[src/rtl/gpio_port_with_edge_detect_defines.svh]
// Assertion macros for the GPIO port with edge detection.
// Each macro expects signals named clk and rst_n in the using module.
`ifndef GPIO_PORT_WITH_EDGE_DETECT_DEFINES_SVH
`define GPIO_PORT_WITH_EDGE_DETECT_DEFINES_SVH

// Same-cycle implication, held off during reset.
`define GPE_ASSERT_IMP(label, ante, cons) \
    label: assert property (@(posedge clk) disable iff (!rst_n) (ante) |-> (cons)) \
        else $error("gpio port: same-cycle check failed");

// Next-cycle implication, held off during reset.
`define GPE_ASSERT_NXT(label, ante, cons) \
    label: assert property (@(posedge clk) disable iff (!rst_n) (ante) |=> (cons)) \
        else $error("gpio port: next-cycle check failed");

`endif

[src/rtl/gpe_pkg.sv]
// Shared types and constants of the GPIO port with edge detection.
// No dependencies.
`timescale 1ns / 1ps

package gpe_pkg;

    // Number of pins that have an interrupt line of their own.
    localparam int unsigned IRQ_LOW_COUNT = 11;

    typedef enum logic [1:0] {
        ACT_TICK  = 2'd0,
        ACT_READ  = 2'd1,
        ACT_WRITE = 2'd2
    } gpe_action_t;

    // Register numbers; byte offset is the number times four.
    typedef enum logic [2:0] {
        REG_LEVEL  = 3'd0,
        REG_DIR    = 3'd1,
        REG_SET    = 3'd2,
        REG_CLR    = 3'd3,
        REG_RISE   = 3'd4,
        REG_FALL   = 3'd5,
        REG_STATUS = 3'd6,
        REG_ALT    = 3'd7
    } gpe_reg_t;

    // Status of the input stage as seen by the core and the output stage.
    typedef struct packed {
        logic valid;   // input register holds a beat
        logic commit;  // that beat moves to the result register this cycle
    } gpe_stage_t;

endpackage

[src/rtl/gpe_if.sv]
// Request and response channel interfaces of the GPIO port.
// Depends on gpe_pkg for the interrupt line count.
`timescale 1ns / 1ps

interface gpe_req_if
    import gpe_pkg::*;
#(
    parameter int unsigned PIN_COUNT = 28
);
    logic                 valid;
    logic                 ready;
    logic [1:0]           action;
    logic [2:0]           reg_index;
    logic [PIN_COUNT-1:0] write_data;
    logic [PIN_COUNT-1:0] pin_levels;

    modport source (output valid, action, reg_index, write_data, pin_levels, input ready);
    modport sink (input valid, action, reg_index, write_data, pin_levels, output ready);
endinterface

interface gpe_rsp_if
    import gpe_pkg::*;
#(
    parameter int unsigned PIN_COUNT = 28
);
    logic                     valid;
    logic                     ready;
    logic [PIN_COUNT-1:0]     read_data;
    logic [PIN_COUNT-1:0]     drive_levels;
    logic [PIN_COUNT-1:0]     drive_enable;
    logic [IRQ_LOW_COUNT-1:0] irq_low_pins;
    logic                     irq_high_pins;

    modport source (output valid, read_data, drive_levels, drive_enable, irq_low_pins,
                    irq_high_pins, input ready);
    modport sink (input valid, read_data, drive_levels, drive_enable, irq_low_pins,
                  irq_high_pins, output ready);
endinterface

[src/rtl/gpe_in_stage.sv]
// Input register of the GPIO port: captures one request beat per cycle unless a held beat cannot advance.
// Depends on gpe_pkg and gpe_req_if.
`timescale 1ns / 1ps

module gpe_in_stage
    import gpe_pkg::*;
#(
    parameter int unsigned PIN_COUNT = 28
)
(
    input  logic                 clk,
    input  logic                 rst_n,
    gpe_req_if.sink              req,
    input  logic                 advance,
    output gpe_stage_t           stage,
    output logic [1:0]           action,
    output logic [2:0]           reg_index,
    output logic [PIN_COUNT-1:0] write_data,
    output logic [PIN_COUNT-1:0] pin_levels
);

    logic                 valid_reg;
    logic                 valid_next;
    logic [1:0]           action_reg;
    logic [2:0]           reg_index_reg;
    logic [PIN_COUNT-1:0] write_data_reg;
    logic [PIN_COUNT-1:0] pin_levels_reg;
    logic                 accept;

    // Take a new beat when empty or when the held beat leaves this cycle.
    assign req.ready = !valid_reg || advance;
    assign accept    = req.valid && req.ready;

    always_comb
    begin
        valid_next = valid_reg;
        if (advance)
        begin
            valid_next = 1'b0;
        end
        if (accept)
        begin
            valid_next = 1'b1;
        end
    end

    always_ff @(posedge clk or negedge rst_n)
    begin
        if (!rst_n)
        begin
            valid_reg <= 1'b0;
        end
        else
        begin
            valid_reg <= valid_next;
        end
    end

    always_ff @(posedge clk)
    begin
        if (accept)
        begin
            action_reg     <= req.action;
            reg_index_reg  <= req.reg_index;
            write_data_reg <= req.write_data;
            pin_levels_reg <= req.pin_levels;
        end
    end

    assign stage.valid  = valid_reg;
    assign stage.commit = valid_reg && advance;
    assign action       = action_reg;
    assign reg_index    = reg_index_reg;
    assign write_data   = write_data_reg;
    assign pin_levels   = pin_levels_reg;

endmodule

[src/rtl/gpe_core.sv]
// Register file, edge detection and read mux of the GPIO port.
// Depends on gpe_pkg and the assertion macros header.
`timescale 1ns / 1ps
`include "gpio_port_with_edge_detect_defines.svh"

module gpe_core
    import gpe_pkg::*;
#(
    parameter int unsigned PIN_COUNT = 28
)
(
    input  logic                     clk,
    input  logic                     rst_n,
    input  gpe_stage_t               stage,
    input  logic [1:0]               action,
    input  logic [2:0]               reg_index,
    input  logic [PIN_COUNT-1:0]     write_data,
    input  logic [PIN_COUNT-1:0]     pin_levels,
    output logic [PIN_COUNT-1:0]     read_data,
    output logic [PIN_COUNT-1:0]     drive_levels,
    output logic [PIN_COUNT-1:0]     drive_enable,
    output logic [IRQ_LOW_COUNT-1:0] irq_low_pins,
    output logic                     irq_high_pins
);

    logic [PIN_COUNT-1:0] prev_pins_reg;
    logic [PIN_COUNT-1:0] latch_reg;
    logic [PIN_COUNT-1:0] latch_next;
    logic [PIN_COUNT-1:0] dir_reg;
    logic [PIN_COUNT-1:0] dir_next;
    logic [PIN_COUNT-1:0] rise_reg;
    logic [PIN_COUNT-1:0] rise_next;
    logic [PIN_COUNT-1:0] fall_reg;
    logic [PIN_COUNT-1:0] fall_next;
    logic [PIN_COUNT-1:0] status_reg;
    logic [PIN_COUNT-1:0] status_next;
    logic [PIN_COUNT-1:0] alt_reg;
    logic [PIN_COUNT-1:0] alt_next;
    logic [PIN_COUNT-1:0] status_clear;
    logic [PIN_COUNT-1:0] rising;
    logic [PIN_COUNT-1:0] falling;
    logic                 is_write;
    logic                 is_read;

    assign is_read  = (gpe_action_t'(action) == ACT_READ);
    assign is_write = (gpe_action_t'(action) == ACT_WRITE);

    // Edges use the enables held before this beat.
    assign rising  = pin_levels & ~prev_pins_reg & rise_reg;
    assign falling = ~pin_levels & prev_pins_reg & fall_reg;

    always_comb
    begin
        latch_next   = latch_reg;
        dir_next     = dir_reg;
        rise_next    = rise_reg;
        fall_next    = fall_reg;
        alt_next     = alt_reg;
        status_clear = '0;
        if (is_write)
        begin
            case (gpe_reg_t'(reg_index))
                REG_DIR:    dir_next     = write_data;
                REG_SET:    latch_next   = latch_reg | write_data;
                REG_CLR:    latch_next   = latch_reg & ~write_data;
                REG_RISE:   rise_next    = write_data;
                REG_FALL:   fall_next    = write_data;
                REG_STATUS: status_clear = write_data;
                REG_ALT:    alt_next     = write_data;
                default:    status_clear = '0;
            endcase
        end
        // Clear first, then set, so a new edge is never lost.
        status_next = (status_reg & ~status_clear) | rising | falling;
    end

    always_comb
    begin
        read_data = '0;
        if (is_read)
        begin
            case (gpe_reg_t'(reg_index))
                REG_LEVEL:  read_data = pin_levels;
                REG_DIR:    read_data = dir_reg;
                REG_RISE:   read_data = rise_reg;
                REG_FALL:   read_data = fall_reg;
                REG_STATUS: read_data = status_reg;
                REG_ALT:    read_data = alt_reg;
                default:    read_data = '0;
            endcase
        end
    end

    always_ff @(posedge clk or negedge rst_n)
    begin
        if (!rst_n)
        begin
            prev_pins_reg <= '0;
            latch_reg     <= '0;
            dir_reg       <= '0;
            rise_reg      <= '0;
            fall_reg      <= '0;
            status_reg    <= '0;
            alt_reg       <= '0;
        end
        else if (stage.commit)
        begin
            prev_pins_reg <= pin_levels;
            latch_reg     <= latch_next;
            dir_reg       <= dir_next;
            rise_reg      <= rise_next;
            fall_reg      <= fall_next;
            status_reg    <= status_next;
            alt_reg       <= alt_next;
        end
    end

    assign drive_levels  = latch_next;
    assign drive_enable  = dir_next;
    assign irq_low_pins  = status_next[IRQ_LOW_COUNT-1:0];
    assign irq_high_pins = |status_next[PIN_COUNT-1:IRQ_LOW_COUNT];

    `GPE_ASSERT_NXT(a_state_hold, !stage.commit,
        $stable(status_reg) && $stable(latch_reg) && $stable(prev_pins_reg))
    `GPE_ASSERT_NXT(a_status_sticky,
        stage.commit && !(is_write && gpe_reg_t'(reg_index) == REG_STATUS),
        (status_reg & $past(status_reg)) == $past(status_reg))
    `GPE_ASSERT_IMP(a_read_zero, stage.valid && !is_read, read_data == '0)

endmodule

[src/rtl/gpio_port_with_edge_detect.sv]
// Top level of the GPIO port with edge detection: input stage, core, result register.
// Depends on gpe_pkg, gpe_if, gpe_in_stage, gpe_core and the assertion macros header.
`timescale 1ns / 1ps
`include "gpio_port_with_edge_detect_defines.svh"

// GPIO port of PIN_COUNT pins behind eight word registers (level, direction,
// set, clear, rise enable, fall enable, edge status, alternate function).
// Each request beat is a tick, a register read or a register write and also
// carries the pin levels sampled for that beat; every beat compares them with
// the previous sample and latches enabled edges into the edge status register.
// The block takes one beat per clock while the response sink keeps up and
// returns one response beat for each: a beat lands in the input register,
// passes through the register file and edge logic, and is then captured in
// the result register, which drives response valid. The result register is the
// only buffer on the response side; while the sink stalls, one more beat waits
// in the input register before req.ready drops. A read sees register contents
// from before its own beat, except the level register, which returns the pins
// of the beat. After reset the previous sample is zero, but so are the edge
// enables, so no edge is latched until an enable is written.

module gpio_port_with_edge_detect
    import gpe_pkg::*;
#(
    parameter int unsigned PIN_COUNT = 28
)
(
    input  logic      clk,
    input  logic      rst_n,
    gpe_req_if.sink   req,
    gpe_rsp_if.source rsp
);

    gpe_stage_t               stage;
    logic                     advance;
    logic [1:0]               action;
    logic [2:0]               reg_index;
    logic [PIN_COUNT-1:0]     write_data;
    logic [PIN_COUNT-1:0]     pin_levels;
    logic [PIN_COUNT-1:0]     read_data;
    logic [PIN_COUNT-1:0]     drive_levels;
    logic [PIN_COUNT-1:0]     drive_enable;
    logic [IRQ_LOW_COUNT-1:0] irq_low_pins;
    logic                     irq_high_pins;

    logic                     out_valid_reg;
    logic                     out_valid_next;
    logic [PIN_COUNT-1:0]     read_data_reg;
    logic [PIN_COUNT-1:0]     drive_levels_reg;
    logic [PIN_COUNT-1:0]     drive_enable_reg;
    logic [IRQ_LOW_COUNT-1:0] irq_low_reg;
    logic                     irq_high_reg;

    // Advance whenever the result register is empty or is being drained.
    assign advance = !out_valid_reg || rsp.ready;

    gpe_in_stage #(
        .PIN_COUNT (PIN_COUNT)
    ) u_in_stage (
        .clk        (clk),
        .rst_n      (rst_n),
        .req        (req),
        .advance    (advance),
        .stage      (stage),
        .action     (action),
        .reg_index  (reg_index),
        .write_data (write_data),
        .pin_levels (pin_levels)
    );

    gpe_core #(
        .PIN_COUNT (PIN_COUNT)
    ) u_core (
        .clk           (clk),
        .rst_n         (rst_n),
        .stage         (stage),
        .action        (action),
        .reg_index     (reg_index),
        .write_data    (write_data),
        .pin_levels    (pin_levels),
        .read_data     (read_data),
        .drive_levels  (drive_levels),
        .drive_enable  (drive_enable),
        .irq_low_pins  (irq_low_pins),
        .irq_high_pins (irq_high_pins)
    );

    // Hold the response while stalled; refill from the input stage on advance.
    always_comb
    begin
        out_valid_next = out_valid_reg;
        if (advance)
        begin
            out_valid_next = stage.valid;
        end
    end

    always_ff @(posedge clk or negedge rst_n)
    begin
        if (!rst_n)
        begin
            out_valid_reg <= 1'b0;
        end
        else
        begin
            out_valid_reg <= out_valid_next;
        end
    end

    always_ff @(posedge clk)
    begin
        if (stage.commit)
        begin
            read_data_reg    <= read_data;
            drive_levels_reg <= drive_levels;
            drive_enable_reg <= drive_enable;
            irq_low_reg      <= irq_low_pins;
            irq_high_reg     <= irq_high_pins;
        end
    end

    assign rsp.valid         = out_valid_reg;
    assign rsp.read_data     = read_data_reg;
    assign rsp.drive_levels  = drive_levels_reg;
    assign rsp.drive_enable  = drive_enable_reg;
    assign rsp.irq_low_pins  = irq_low_reg;
    assign rsp.irq_high_pins = irq_high_reg;

    `GPE_ASSERT_NXT(a_commit_fills, stage.commit, out_valid_reg)
    `GPE_ASSERT_IMP(a_no_overrun, out_valid_reg && !rsp.ready && stage.valid, !req.ready)
    `GPE_ASSERT_NXT(a_accept_lands, req.valid && req.ready, stage.valid)

endmodule
[src/flat_wrapper.sv]
// flat-port wrapper written by rule: the top's interface ports become plain ports
module gpio_port_with_edge_detect_flat import gpe_pkg::*;
#(
    parameter int unsigned PIN_COUNT = 28
)
  (clk, rst_n, req_valid, req_action, req_reg_index, req_write_data, req_pin_levels, req_ready, rsp_valid, rsp_read_data, rsp_drive_levels, rsp_drive_enable, rsp_irq_low_pins, rsp_irq_high_pins, rsp_ready);
  gpe_req_if #(.PIN_COUNT(PIN_COUNT)) req_i ();
  gpe_rsp_if #(.PIN_COUNT(PIN_COUNT)) rsp_i ();
  input  logic clk;
  input  logic rst_n;
  input wire logic [$bits(req_i.valid)-1:0] req_valid;
  input wire logic [$bits(req_i.action)-1:0] req_action;
  input wire logic [$bits(req_i.reg_index)-1:0] req_reg_index;
  input wire logic [$bits(req_i.write_data)-1:0] req_write_data;
  input wire logic [$bits(req_i.pin_levels)-1:0] req_pin_levels;
  output wire logic [$bits(req_i.ready)-1:0] req_ready;
  output wire logic [$bits(rsp_i.valid)-1:0] rsp_valid;
  output wire logic [$bits(rsp_i.read_data)-1:0] rsp_read_data;
  output wire logic [$bits(rsp_i.drive_levels)-1:0] rsp_drive_levels;
  output wire logic [$bits(rsp_i.drive_enable)-1:0] rsp_drive_enable;
  output wire logic [$bits(rsp_i.irq_low_pins)-1:0] rsp_irq_low_pins;
  output wire logic [$bits(rsp_i.irq_high_pins)-1:0] rsp_irq_high_pins;
  input wire logic [$bits(rsp_i.ready)-1:0] rsp_ready;
  assign req_i.valid = req_valid;
  assign req_i.action = req_action;
  assign req_i.reg_index = req_reg_index;
  assign req_i.write_data = req_write_data;
  assign req_i.pin_levels = req_pin_levels;
  assign req_ready = req_i.ready;
  assign rsp_valid = rsp_i.valid;
  assign rsp_read_data = rsp_i.read_data;
  assign rsp_drive_levels = rsp_i.drive_levels;
  assign rsp_drive_enable = rsp_i.drive_enable;
  assign rsp_irq_low_pins = rsp_i.irq_low_pins;
  assign rsp_irq_high_pins = rsp_i.irq_high_pins;
  assign rsp_i.ready = rsp_ready;
  gpio_port_with_edge_detect #(.PIN_COUNT(PIN_COUNT)) u_core (.clk(clk), .rst_n(rst_n), .req(req_i), .rsp(rsp_i));
endmodule
[config.mk]
export PLATFORM = sky130hd
export DESIGN_NAME = gpio_port_with_edge_detect_flat
export DESIGN_NICKNAME = d
export VERILOG_FILES = /design/src/rtl/gpe_pkg.sv /design/src/rtl/gpe_if.sv /design/src/rtl/gpe_in_stage.sv /design/src/rtl/gpe_core.sv /design/src/rtl/gpio_port_with_edge_detect.sv /design/src/flat_wrapper.sv
export VERILOG_INCLUDE_DIRS = /design/src /design/src/rtl
export SDC_FILE = /design/constraint.sdc
export NUM_CORES = 1
export LEC_CHECK = 0
export BUFFER_PORTS_ARGS = -buffer_cell sky130_fd_sc_hd__buf_2
export CAP_MARGIN = 20
export CORE_ASPECT_RATIO = 2
export CORE_MARGIN = 4
export CORE_UTILIZATION = 30
export CTS_CLUSTER_DIAMETER = 100
export DETAILED_ROUTE_END_ITERATION = 10
export GPL_TIMING_DRIVEN = 0
export HOLD_SLACK_MARGIN = 0.05
export PLACE_DENSITY = 0.48
export REMOVE_ABC_BUFFERS = 1
export SYNTH_ARGS = -nofsm -noshare
export SYNTH_HDL_FRONTEND = slang
export SYNTH_SLANG_ARGS = --single-unit
[constraint.sdc]
create_clock -name clk -period 13 [get_ports clk]
set_input_delay 0.65 -clock clk [delete_from_list [all_inputs] [get_ports clk]]
set_output_delay 0.65 -clock clk [all_outputs]
set_load 0.005 [all_outputs]
# Word level (Yosys, flattened, before mapping)
# Cells that the tools add are included.
# word_totals
elab_cells,61
register_bits,355
output_inout_bits,98
# op_classes
muxes,9
n_bitwise,13
n_reduce_logical,12
n_eq_ne,9
# op_table
cell,count
28-bit bitwise AND,6
28-bit case mux with 6 select lines,1
28-bit two-way mux,5
28-bit inverter,4
28-bit OR,3
28-bit case mux with 2 select lines,1
17-bit OR reduction,1
"3-bit equality test, second input constant",4
3-bit AND reduction,3
"3-bit by 2-bit equality test with 1-bit output, second input constant",2
"3-bit by 1-bit equality test with 1-bit output, second input constant",1
3-bit logical NOT,1
"2-bit by 1-bit equality test with 1-bit output, second input constant",1
"2-bit equality test, second input constant",1
1-bit logical AND,2
1-bit logical NOT,2
1-bit logical OR,2
1-bit two-way mux,2
2-bit nonzero test,1

# Depth between registers and ports, before layout
# Gate-level depths: netlist of the first run.
# depth
word_depth,8
mapped_depth,9
ltp_nobuf,6

# Modules after synthesis
# From an unflattened synthesis of the first run, not the netlist that was laid out.
# hier_totals
cells_unflattened,1015
area_unflattened_um2,14747.9
# modules_own_cells
mod,instances,seq_area_each_um2,cells_each,area_each_um2
gpe_core,1,4904.7,849,9918.3
gpio_port_with_edge_detect,1,2907.8,99,2930.3
gpe_in_stage,1,1856.8,67,1899.3

# Worst setup path after synthesis of the first run
# OpenSTA, ideal clock, no wires.
# synth_timing
path_type,input-to-reg
start,in rsp_ready
end,"reg u_core.drive_enable_reg[0], in the netlist u_core.rsp.drive_enable[0] (enable)"
path_slack_ns,8.457
path_buffers,2
required_ns,12.502
arrival_time_ns,4.045
stages,5
path_cell_list,nand2b_1 -> nand2_1 -> inv_2 -> clkbuf_1 -> clkbuf_1
# synth_lines
element,line,rtl
"start, declared",flat_wrapper.sv:23,input wire logic [$bits(rsp_i.ready)-1:0] rsp_ready;
"end signal, assigned",gpio_port_with_edge_detect.sv:115,drive_enable_reg <= drive_enable;
"end, declared",gpio_port_with_edge_detect.sv:49,logic [PIN_COUNT-1:0] drive_enable_reg;

# Final worst setup path of the first run
# layout_timing
start,"reg u_core.u_in_stage.reg_index_reg[0], in the netlist u_core.u_in_stage.reg_index[0]"
end,"reg u_core.irq_high_reg, in the netlist u_core.rsp.irq_high_pins (data pin)"
# layout_between
elab_chain_cells,8
# layout_rtl
element,line,rtl
"start, declared",gpe_in_stage.sv:25,logic [2:0] reg_index_reg;
"start signal, assigned",gpe_in_stage.sv:64,reg_index_reg <= req.reg_index;
3-bit equality test,gpe_core.sv:62,case (gpe_reg_t'(reg_index))
28-bit two-way mux,gpe_core.sv:62,
28-bit two-way mux,gpe_core.sv:60,if (is_write)
28-bit inverter,gpe_core.sv:74,status_next = (status_reg & ~status_clear) | rising | falling;
28-bit bitwise AND,gpe_core.sv:74,
28-bit OR (2 in a row),gpe_core.sv:74,
17-bit OR reduction,gpe_core.sv:121,assign irq_high_pins = |status_next[PIN_COUNT-1:IRQ_LOW_COUNT];
net u_core.irq_high_pins,gpio_port_with_edge_detect.sv:43,logic irq_high_pins;
"end signal, assigned",gpio_port_with_edge_detect.sv:117,irq_high_reg <= irq_high_pins;
"end, declared",gpio_port_with_edge_detect.sv:51,logic irq_high_reg;
# The timed path passes the listed nets, and every way through them passes these cells.
# A chain may end at the register's enable or synchronous reset.

==> results.sh, run 1 <==
export IMPL_cts_resized_gates=0
export IMPL_num_io_pins=163
export IMPL_ys_warnings_count=0
export IMPL_die_x_um=165
export IMPL_worst_pin_slew_ps=1260
export IMPL_powerDensity_nw_per_um2=172
export IMPL_cp_data_required_time_ps=13250
export IMPL_drt_pass1_iter_count=5
export IMPL_die_h_um=321
export IMPL_final_max_slew_violation_count=0
export IMPL_clock_sinks=355
export IMPL_stdcell_count=1966
export IMPL_start_util_pct=30.4
export IMPL_hpwlAfterDp_um=27300
export IMPL_synthFlopType="dfrtp_1"
export IMPL_power_uw=3070
export IMPL_drt_iter0_markers=527
export IMPL_use_met2_pct=28.5
export IMPL_antenna_found_initial=2
export IMPL_cp_start_kind="flop"
export IMPL_finClkSkew_ps=20.3
export IMPL_rsz0062_at_grt="no"
export IMPL_grtUsageMet3_pct=1.92
export IMPL_die_area_sq_um=52800
export IMPL_status="finished clean"
export IMPL_p_leak_uw=0.00766
export IMPL_final_nets=1363
export IMPL_fin_crit_sh_pct=26.5
export IMPL_wl_per_cell_um=21.3
export IMPL_port_buffers=162
export IMPL_globalplace_congestion=0.752
export IMPL_criticalPathCategory="flop to flop"
export IMPL_drive_gt1_share_pct=30.3
export IMPL_vias=9658
export IMPL_arrival_ps=3700
export IMPL_numCtsBuffers=37
export IMPL_relSlewSlack_pct=15.3
export IMPL_hold_start="req_pin_levels[19]"
export IMPL_syn_avg_cell_area_sq_um=13.1
export IMPL_drc_errors=0
export IMPL_synth_edf_count=157
export IMPL_vias_per_cell=4.91
export IMPL_cts_tree="yes"
export IMPL_syn_area_sq_um=14700
export IMPL_synth_cell_types=39
export IMPL_routed_wl_um=41800
export IMPL_clk_pin_slew_ps=60
export IMPL_max_freq_mhz=290
export IMPL_hold_class="input pin to flop"
export IMPL_cts_buffer_depth=3
export IMPL_grt_max_degree=131
export IMPL_cts_root_buf="clkbuf_16"
export IMPL_async_flop_share_pct=55.8
export IMPL_drv_cap=0
export IMPL_grt_pass1_vias=10000
export IMPL_worstSetupEndpointType="flop"
export IMPL_syn_inst=1123
export IMPL_rows=114
export IMPL_timing_rr_start="u_core.u_in_stage.reg_index[0]$_DFFE_PP_"
export IMPL_grt_ovfl_total=0
export IMPL_area_growth_pct=21.3
export IMPL_clock_latency_ps=530
export IMPL_fin_crit_ps=3450
export IMPL_grt_total_usage_pct=15.9
export IMPL_crit_start="u_core.u_in_stage.reg_index[0]$_DFFE_PP_"
export IMPL_tns_ps=0
export IMPL_synth_seq_area_share_pct=65.8
export IMPL_setup_violations=0
export IMPL_postCtsSetupBuffers=0
export IMPL_grt_busiest_layer="met2"
export IMPL_grtUsageMet1_pct=19.2
export IMPL_cts_hold_buf=1
export IMPL_vdd_drop_max_uv=89.1
export IMPL_ys_ff_latch=355
export IMPL_postRouteAntennaNets=0
export IMPL_core_sq_um=48400
export IMPL_numPlacedInstances=1895
export IMPL_critPathMaxFanout=21
export IMPL_finalHoldViolCount=0
export IMPL_grt_first_pass_wirelength_um=63200
export IMPL_cts_htree_levels=2
-- where the power goes --
group	switching (uW)	internal [uW]
clock	446	546
combinational	237	246
sequential	152	1440
-- critical path, stage by stage (launching register included) --
cell and delay [ps]:
edfxtp_1 600, buf_16 260, and3b_2 550, buf_12 270
a32oi_1 80, nor4_1 1020, and3_1 280, nand4_1 90
-- placed cells by master, fill, tap and decap left out, types with 12 or more instances in the layout --
cell and count:
a22oi_1 84, a31oi_1 32, buf_16 12, buf_2 161, clkbuf_1 16, clkbuf_16 37
dfrtp_1 198, edfxtp_1 157, inv_1 38, mux2_2 148, mux2i_1 28, nand2_1 255
nand3b_1 30, o21ai_0 28
-- Yosys cell counts (2+ instances only) --
library cell,n,area [sq um]
nand2_1,257,965
dfrtp_1,198,4950
edfxtp_1,157,4710
mux2_2,148,1670
a22oi_1,84,631
inv_1,38,143
a31oi_1,32,200
nand3b_1,30,225
mux2i_1,28,280
o21ai_0,28,140
clkbuf_1,27,101
buf_2,15,75.1
a21o_1,11,82.6
a22o_1,11,96.3
buf_1,9,33.8
o221ai_1,6,52.6
a21boi_0,4,30.0
buf_6,4,45.0
nand2b_1,4,25.0
nand3_1,4,20.0
nor4_1,4,25.0
and2_1,3,18.8
mux2_1,3,33.8
and3_1,2,12.5
nor3b_1,2,15.0
-- final cells by class --
class / count / area (sq um)
fillers: 4667 / 30500
flip-flops and latches: 355 / 9670
multi-input cells: 673 / 4680
repair buffers: 192 / 1410
clock buffers: 55 / 1010
well taps: 638 / 798
inverters: 39 / 154
clock inverters: 13 / 92.6
diodes: 1 / 2.50
-- routing by layer --
metal	up-vias	share of wire (%)
met5	-	0
met4	0	3.9
met3	82	4.0
met2	272	53
met1	4877	39
li1	4427	-
-- worst paths after layout --
path / endpoint / slack (ps) / cells after the start
max: u_core.rsp.irq_high_pins$_DFFE_PP_ / 9550 / 7
min: u_core.u_in_stage.pin_levels[19]$_DFFE_PP_ / 290 / 1
max reg2reg: u_core.rsp.irq_high_pins$_DFFE_PP_ / 9550 / 7
min reg2reg: u_core.u_core.latch_reg[10]$_DFFE_PN0P_ / 490 / 1
max in group asynchronous: u_core.u_core.prev_pins_reg[3]$_DFFE_PN0P_ / 11200 / 4
min in group asynchronous: u_core.u_core.latch_reg[26]$_DFFE_PN0P_ / 520 / 2
-- per-stage QoR --
| step | setup WS, ps | area (sq um) | util (%) | hold WS (ps) |
|---|---|---|---|---|
| final | 9550 | 17800 | 36.9 | 286 |
| after global routing | 9320 | 17800 | 36.9 | 249 |
| after CTS | 9420 | 17800 | 36.8 | 245 |
| after detailed placement | 9140 | 16700 | 34.5 | 480 |
| after global placement | 1650 | 16000 | 33.2 | 469 |
| after floorplan | 7030 | 14400 | - | 354 |
-- kinds of logic after synthesis --
| logic type | synth area share [%] |
|---|---|
| AND/OR/NAND/NOR | 9.29 |
| buffers and inverters | 2.78 |
| multiplexers | 13.5 |
| AO/OA/AOI/OAI | 8.68 |
| flip-flops | 65.8 |
No activity file was read; power rests on OpenSTA's default activity.
==> inputs of run 2 (changes only) <==
clock period = 3.2 ns   (was 13 ns; I/O delays follow)
==> run 2 against run 1 <==
Effect of this change:
- design area rose by 4.0%
- clock-buffer cell count is the same
- first-iteration DRC count is 4.6% higher
- die area is the same
- sequential power rose to 4.1 times the previous value
- maximum frequency is 12% higher
==> results.sh, run 2 (synthesized netlist as in run 1, its figures left out) <==
export IMPL_vias_per_cell=4.89
export IMPL_wl_per_cell_um=20.8
export IMPL_stdcell_count=2032
export IMPL_cts_buffer_depth=3
export IMPL_numPlacedInstances=1895
export IMPL_final_nets=1430
export IMPL_clk_pin_slew_ps=60
export IMPL_grt_total_usage_pct=16.0
export IMPL_die_area_sq_um=52800
export IMPL_p_leak_uw=0.00795
export IMPL_finClkSkew_ps=22.4
export IMPL_cp_start_kind="flop"
export IMPL_cts_htree_levels=2
export IMPL_fin_crit_ps=3070
export IMPL_num_io_pins=163
export IMPL_cts_root_buf="clkbuf_16"
export IMPL_drive_gt1_share_pct=29.2
export IMPL_grt_pass1_vias=10300
export IMPL_drt_iter0_markers=551
export IMPL_powerDensity_nw_per_um2=676
export IMPL_worstSetupEndpointType="flop"
export IMPL_criticalPathCategory="flop to flop"
export IMPL_rows=114
export IMPL_critPathMaxFanout=21
export IMPL_max_freq_mhz=326
export IMPL_finalHoldViolCount=0
export IMPL_fin_crit_sh_pct=96.0
export IMPL_clock_latency_ps=530
export IMPL_final_common_cell="nand2_1"
export IMPL_placed_area_sq_um=16700
export IMPL_arrival_ps=3320
export IMPL_final_cell_mix="255 x nand2_1, 198 x dfrtp_1, 161 x buf_2"
export IMPL_die_x_um=165
export IMPL_grt_first_pass_wirelength_um=64200
export IMPL_globalplace_congestion=0.752
export IMPL_grt_ovfl_total=0
export IMPL_hold_class="input pin to asynchronous set/reset pin"
export IMPL_area_growth_pct=26.1
export IMPL_vdd_drop_max_uv=370
export IMPL_antenna_cells=0
export IMPL_grt_max_degree=131
export IMPL_drc_errors=0
export IMPL_postRouteAntennaNets=0
export IMPL_drv_cap=0
export IMPL_cp_data_required_time_ps=3450
export IMPL_antenna_found_initial=0
export IMPL_clock_sinks=355
export IMPL_setup_violations=0
export IMPL_hpwlAfterDp_um=27300
export IMPL_die_h_um=321
export IMPL_numCtsBuffers=37
export IMPL_port_buffers=162
export IMPL_core_sq_um=48400
export IMPL_routed_wl_um=42200
export IMPL_cts_tree="yes"
export IMPL_vias=9928
export IMPL_start_util_pct=30.4
export IMPL_drt_pass1_iter_count=6
export IMPL_relSlewSlack_pct=38.5
export IMPL_final_max_slew_violation_count=0
export IMPL_finalInstanceArea_sq_um=18500
export IMPL_worst_pin_slew_ps=922
export IMPL_status="finished clean"
export IMPL_rsz0062_at_grt="no"
-- run 2: cell types whose count changed in the layout (fill, tap and decap cells not counted), moves of 2 or more --
cell / previous run / this run
dlygate4sd3_1: 1 / 66
and2_2: 0 / 2
nand3_4: 0 / 2
nand3_2: 3 / 1
and2_1: 2 / 0
-- run 2: report_power, final --
part | switching, uW | internal, uW
clock | 1810 | 2220
sequential | 615 | 5850
combinational | 982 | 1060
-- run 2: path summary, 6_finish.rpt --
| kind | from | endpoint | slack, ps | cells past startpoint |
|---|---|---|---|---|
| worst max-delay path | u_core.u_in_stage.reg_index[0]$_DFFE_PP_ | u_core.rsp.irq_high_pins$_DFFE_PP_ | 130 | 7 |
| min in group clk | req_pin_levels[19] | u_core.u_in_stage.pin_levels[19]$_DFFE_PP_ | 330 | 2 |
| max in group asynchronous | rst_n | u_core.u_core.latch_reg[5]$_DFFE_PN0P_ | 1880 | 3 |
| worst min register to register | u_core.u_core.latch_reg[10]$_DFFE_PN0P_ | u_core.u_core.latch_reg[10]$_DFFE_PN0P_ | 490 | 1 |
| worst min-delay path | rst_n | u_core.u_core.dir_reg[18]$_DFFE_PN0P_ | 230 | 3 |
| worst max register to register | u_core.u_in_stage.reg_index[0]$_DFFE_PP_ | u_core.rsp.irq_high_pins$_DFFE_PP_ | 130 | 7 |
-- run 2: what timing repair did --
item / 4_1_cts / 5_1_grt
endpoints found under the hold margin: 179 / 0
cloned: 0 / 0
buffers inserted: 0 / 2
setup endpoints to repair: 128 / 17
hold buffers: 66 / 0
pin swaps: 0 / 0
gates resized for setup: 6 / 3
-- run 2: layout make-up --
cell class / count / area (sq um)
clock buffers: 55 / 1010
flip-flops and latches: 355 / 9670
multi-input cells: 673 / 4720
inverters: 39 / 159
clock inverters: 13 / 92.6
fillers: 4617 / 29800
repair buffers: 259 / 2080
well taps: 638 / 798
-- run 2: critical path, cell delays in order, from the launching register on --
cell and delay [ps]:
edfxtp_1 540, buf_16 230, and3b_4 510, buf_12 250
and2_2 360, a21boi_0 280, a2111oi_1 450, nand4_1 140
-- run 2: metal layers --
metal	track usage [%]	vias to the layer above	wire length (um)
li1	-	4553	-
met3	1.83	82	1660
met4	6.35	0	1680
met1	19.4	5012	16500
met5	0	-	0
met2	28.8	281	22300
-- run 2: per-stage QoR --
stage / setup TNS, ps / power [uW] / utilization [%] / setup slack, ps / hold slack, ps
6_report: 0 / 12500 / 38.3 / 129 / 230
5_1_grt: 0 / 13300 / 38.3 / 25.0 / 273
4_1_cts: -137 / 12700 / 38.2 / -137 / 266
3_5_place_dp: -19470 / 8550 / 34.5 / -380 / -5.73
3_3_place_gp: -2364250 / 8430 / 33.2 / -8150 / 339
2_1_floorplan: -430010 / 7640 / - / -2490 / -136
==> inputs of run 3 (changes only) <==
SYNTH_HIERARCHICAL = 1   (was not set)
==> run 3 against run 2 <==
Effect of this change:
- synthesized cell count shrank 9.6%
- worst hold slack gained 21 ps
- area after synthesis increased by 0.31%
- largest power group unchanged
==> results.sh, run 3 <==
export IMPL_status="finished clean"
export IMPL_num_io_pins=163
export IMPL_seq_area_sq_um=9670
export IMPL_path_depth=7
export IMPL_intPower_uw=9560
export IMPL_port_buffers=162
export IMPL_drv_cap=0
export IMPL_worst_pin_slew_ps=911
export IMPL_synth_top_cells_by_area="dfrtp_1 34%, edfxtp_1 32%, mux2_2 14%, a22oi_1 4.3%, nand2_1 3.0%"
export IMPL_drive_gt1_share_pct=36.4
export IMPL_final_cell_mix="198 x dfrtp_1, 187 x mux2_2, 161 x buf_2"
export IMPL_p_leak_uw=0.00742
export IMPL_synth_most_common_cell="dfrtp_1"
export IMPL_arrival_ps=3250
export IMPL_synthFlopType="dfrtp_1"
export IMPL_grt_first_pass_wirelength_um=61800
export IMPL_die_h_um=322
export IMPL_cp_data_required_time_ps=3390
export IMPL_p_seq_share_pct=51.0
export IMPL_cts_htree_levels=2
export IMPL_hold_ws_ps=250
export IMPL_relSlewSlack_pct=39.3
export IMPL_fin_crit_ps=3060
export IMPL_vdd_drop_max_uv=388
export IMPL_p_sw_uw=3320
export IMPL_timing_critical_path_buf_inv=2
export IMPL_final_nets=1309
export IMPL_criticalPathCategory="flop to flop"
export IMPL_synth_cell_types=41
export IMPL_clock_latency_ps=520
export IMPL_drc_errors=0
export IMPL_grt_max_degree=107
export IMPL_finClkSkew_ps=9.49
export IMPL_vias_per_cell=4.86
export IMPL_power_frac_clock_pct=32.2
export IMPL_routed_wl_um=40800
export IMPL_drt_iter0_markers=565
export IMPL_vias=9285
export IMPL_final_common_cell="dfrtp_1"
export IMPL_synthTopCellsByCount="198 x dfrtp_1, 187 x mux2_2, 157 x edfxtp_1, 116 x nand2_1, 84 x a22oi_1"
export IMPL_async_flop_share_pct=55.8
export IMPL_numCtsBuffers=36
export IMPL_grt_total_usage_pct=15.5
export IMPL_hold_class="input pin to asynchronous set/reset pin"
export IMPL_synth_edf_count=157
export IMPL_synth_seq_area_share_pct=65.6
export IMPL_worstPathCellList="buf_16, buf_16, and3b_4, and2_4, a21boi_1, a2111oi_0, nand4_1"
export IMPL_power_switching_share_pct=25.8
export IMPL_die_area_sq_um=53000
export IMPL_antenna_found_initial=3
export IMPL_synth_top_cell_area_share_pct=33.6
export IMPL_cpPeakStageDelay_ps=580
export IMPL_core_sq_um=48500
export IMPL_cts_buffer_depth=3
export IMPL_grt_pass1_vias=9775
export IMPL_cp_start_kind="flop"
export IMPL_globalplace_congestion=0.736
export IMPL_crit_slowest_cell="a2111oi_0"
export IMPL_cts_tree="yes"
export IMPL_syn_area_sq_um=14700
export IMPL_syn_avg_cell_area_sq_um=14.5
export IMPL_wl_per_cell_um=21.3
export IMPL_filler_cell_count=4673
export IMPL_critPathTopFamily="simple AND/OR/NAND/NOR gates"
export IMPL_final_core_util_pct=37.9
export IMPL_clk_pin_slew_ps=60
export IMPL_final_max_slew_violation_count=0
export IMPL_die_x_um=165
export IMPL_drt_pass1_iter_count=4
export IMPL_max_freq_mhz=327
export IMPL_ys_ff_latch=355
export IMPL_rr_worst_depth=7
export IMPL_pwr_share_comb_pct=16.8
export IMPL_grt_ovfl_total=0
export IMPL_ys_warnings_count=6
export IMPL_rows=114
export IMPL_finalHoldViolCount=0
export IMPL_yosysTopAreaCell="dfrtp_1"
export IMPL_powerDensity_nw_per_um2=701
export IMPL_start_util_pct=30.4
export IMPL_regToRegSetupSlack_ps=140
export IMPL_fin_crit_sh_pct=95.6
export IMPL_syn_inst=1015
export IMPL_cts_root_buf="clkbuf_16"
export IMPL_setup_violations=0
export IMPL_cpMostUsedCell="buf_16"
export IMPL_area_growth_pct=24.7
export IMPL_postRouteAntennaNets=0
export IMPL_critPathMaxFanout=17
export IMPL_multi_input_area_sq_um=4750
export IMPL_rsz0062_at_grt="no"
export IMPL_hpwlAfterDp_um=26300
export IMPL_worstSetupEndpointType="flop"
export IMPL_clock_sinks=355
## run 3: layout make-up
type | instances | area share [%]
antenna | 3 | 0.0408
multi-input combinational | 590 | 25.9
sequential | 355 | 52.6
inverter | 6 | 0.122
timing repair buffer | 255 | 10.9
clock inverter | 15 | 0.803
tap | 638 | 4.34
clock buffer | 49 | 5.34
## run 3: layer usage
metal	vias up	track usage, %	wire length (um)
met3	61	1.92	1420
met4	0	5.44	1250
met2	196	27.7	21400
met5	-	0	0
li1	4281	-	-
met1	4747	19.1	16700
## run 3: worst register-to-register path, delay by kind of cell (launching register included)
kind | cells | cell delay, ps
AND/OR/NAND/NOR | 3 | 1200
AO/OA/AOI/OAI | 2 | 740
flip-flops | 1 | 450
buffers and inverters | 2 | 350
## run 3: what timing repair did
item                                    in CTS  in global routing
buffers inserted                             1                  0
hold buffers                                65                  0
hold endpoints to repair                   155                  0
gates resized for setup                      2                  0
endpoints found under the setup margin      48                  0
## run 3: power groups by stage
stage | Combinational, uW | Clock [uW] | Sequential [uW]
6_report | 2170 | 4150 | 6560
5_1_grt | 2420 | 4490 | 6700
4_1_cts | 2210 | 4330 | 6570
3_5_place_dp | 2130 | 0 | 6660
3_3_place_gp | 2060 | 0 | 6660
2_1_floorplan | 1420 | 0 | 6500
## run 3: cell families after synthesis
| logic type | Yosys count | synth area share [%] |
|---|---|---|
| flops | 355 | 65.6 |
| simple gates | 174 | 5.93 |
| mux | 207 | 16.3 |
| compound gates | 208 | 9.58 |
| buf+inv | 71 | 2.61 |
## run 3: metrics by stage
step                      setup WS [ps]  cells  power [uW]   TNS, ps  area [sq um]
final                               141   1911       12900         0         18400
after global routing               4.69   1910       13600         0         18400
after global placement            -7630   1750        8730  -2518640         16000
after floorplan                   -3770    950        7930   -878910         14400
after detailed placement           -869   1776        8790     -3970         16600
after CTS                          21.7   1907       13100         0         18400
## run 3: final timing paths
kind / from / endpoint
worst max-delay path: u_core/u_in_stage/reg_index[0]$_DFFE_PP_ / u_core/rsp.irq_high_pins$_DFFE_PP_
worst min-delay path: rst_n / u_core/u_core/latch_reg[6]$_DFFE_PN0P_
worst max register to register: u_core/u_in_stage/reg_index[0]$_DFFE_PP_ / u_core/rsp.irq_high_pins$_DFFE_PP_
worst min register to register: u_core/u_core/alt_reg[9]$_DFFE_PN0P_ / u_core/u_core/alt_reg[9]$_DFFE_PN0P_
max in group asynchronous: rst_n / u_core/u_core/dir_reg[0]$_DFFE_PN0P_
min in group clk: req_write_data[19] / u_core/u_in_stage/write_data[19]$_DFFE_PP_
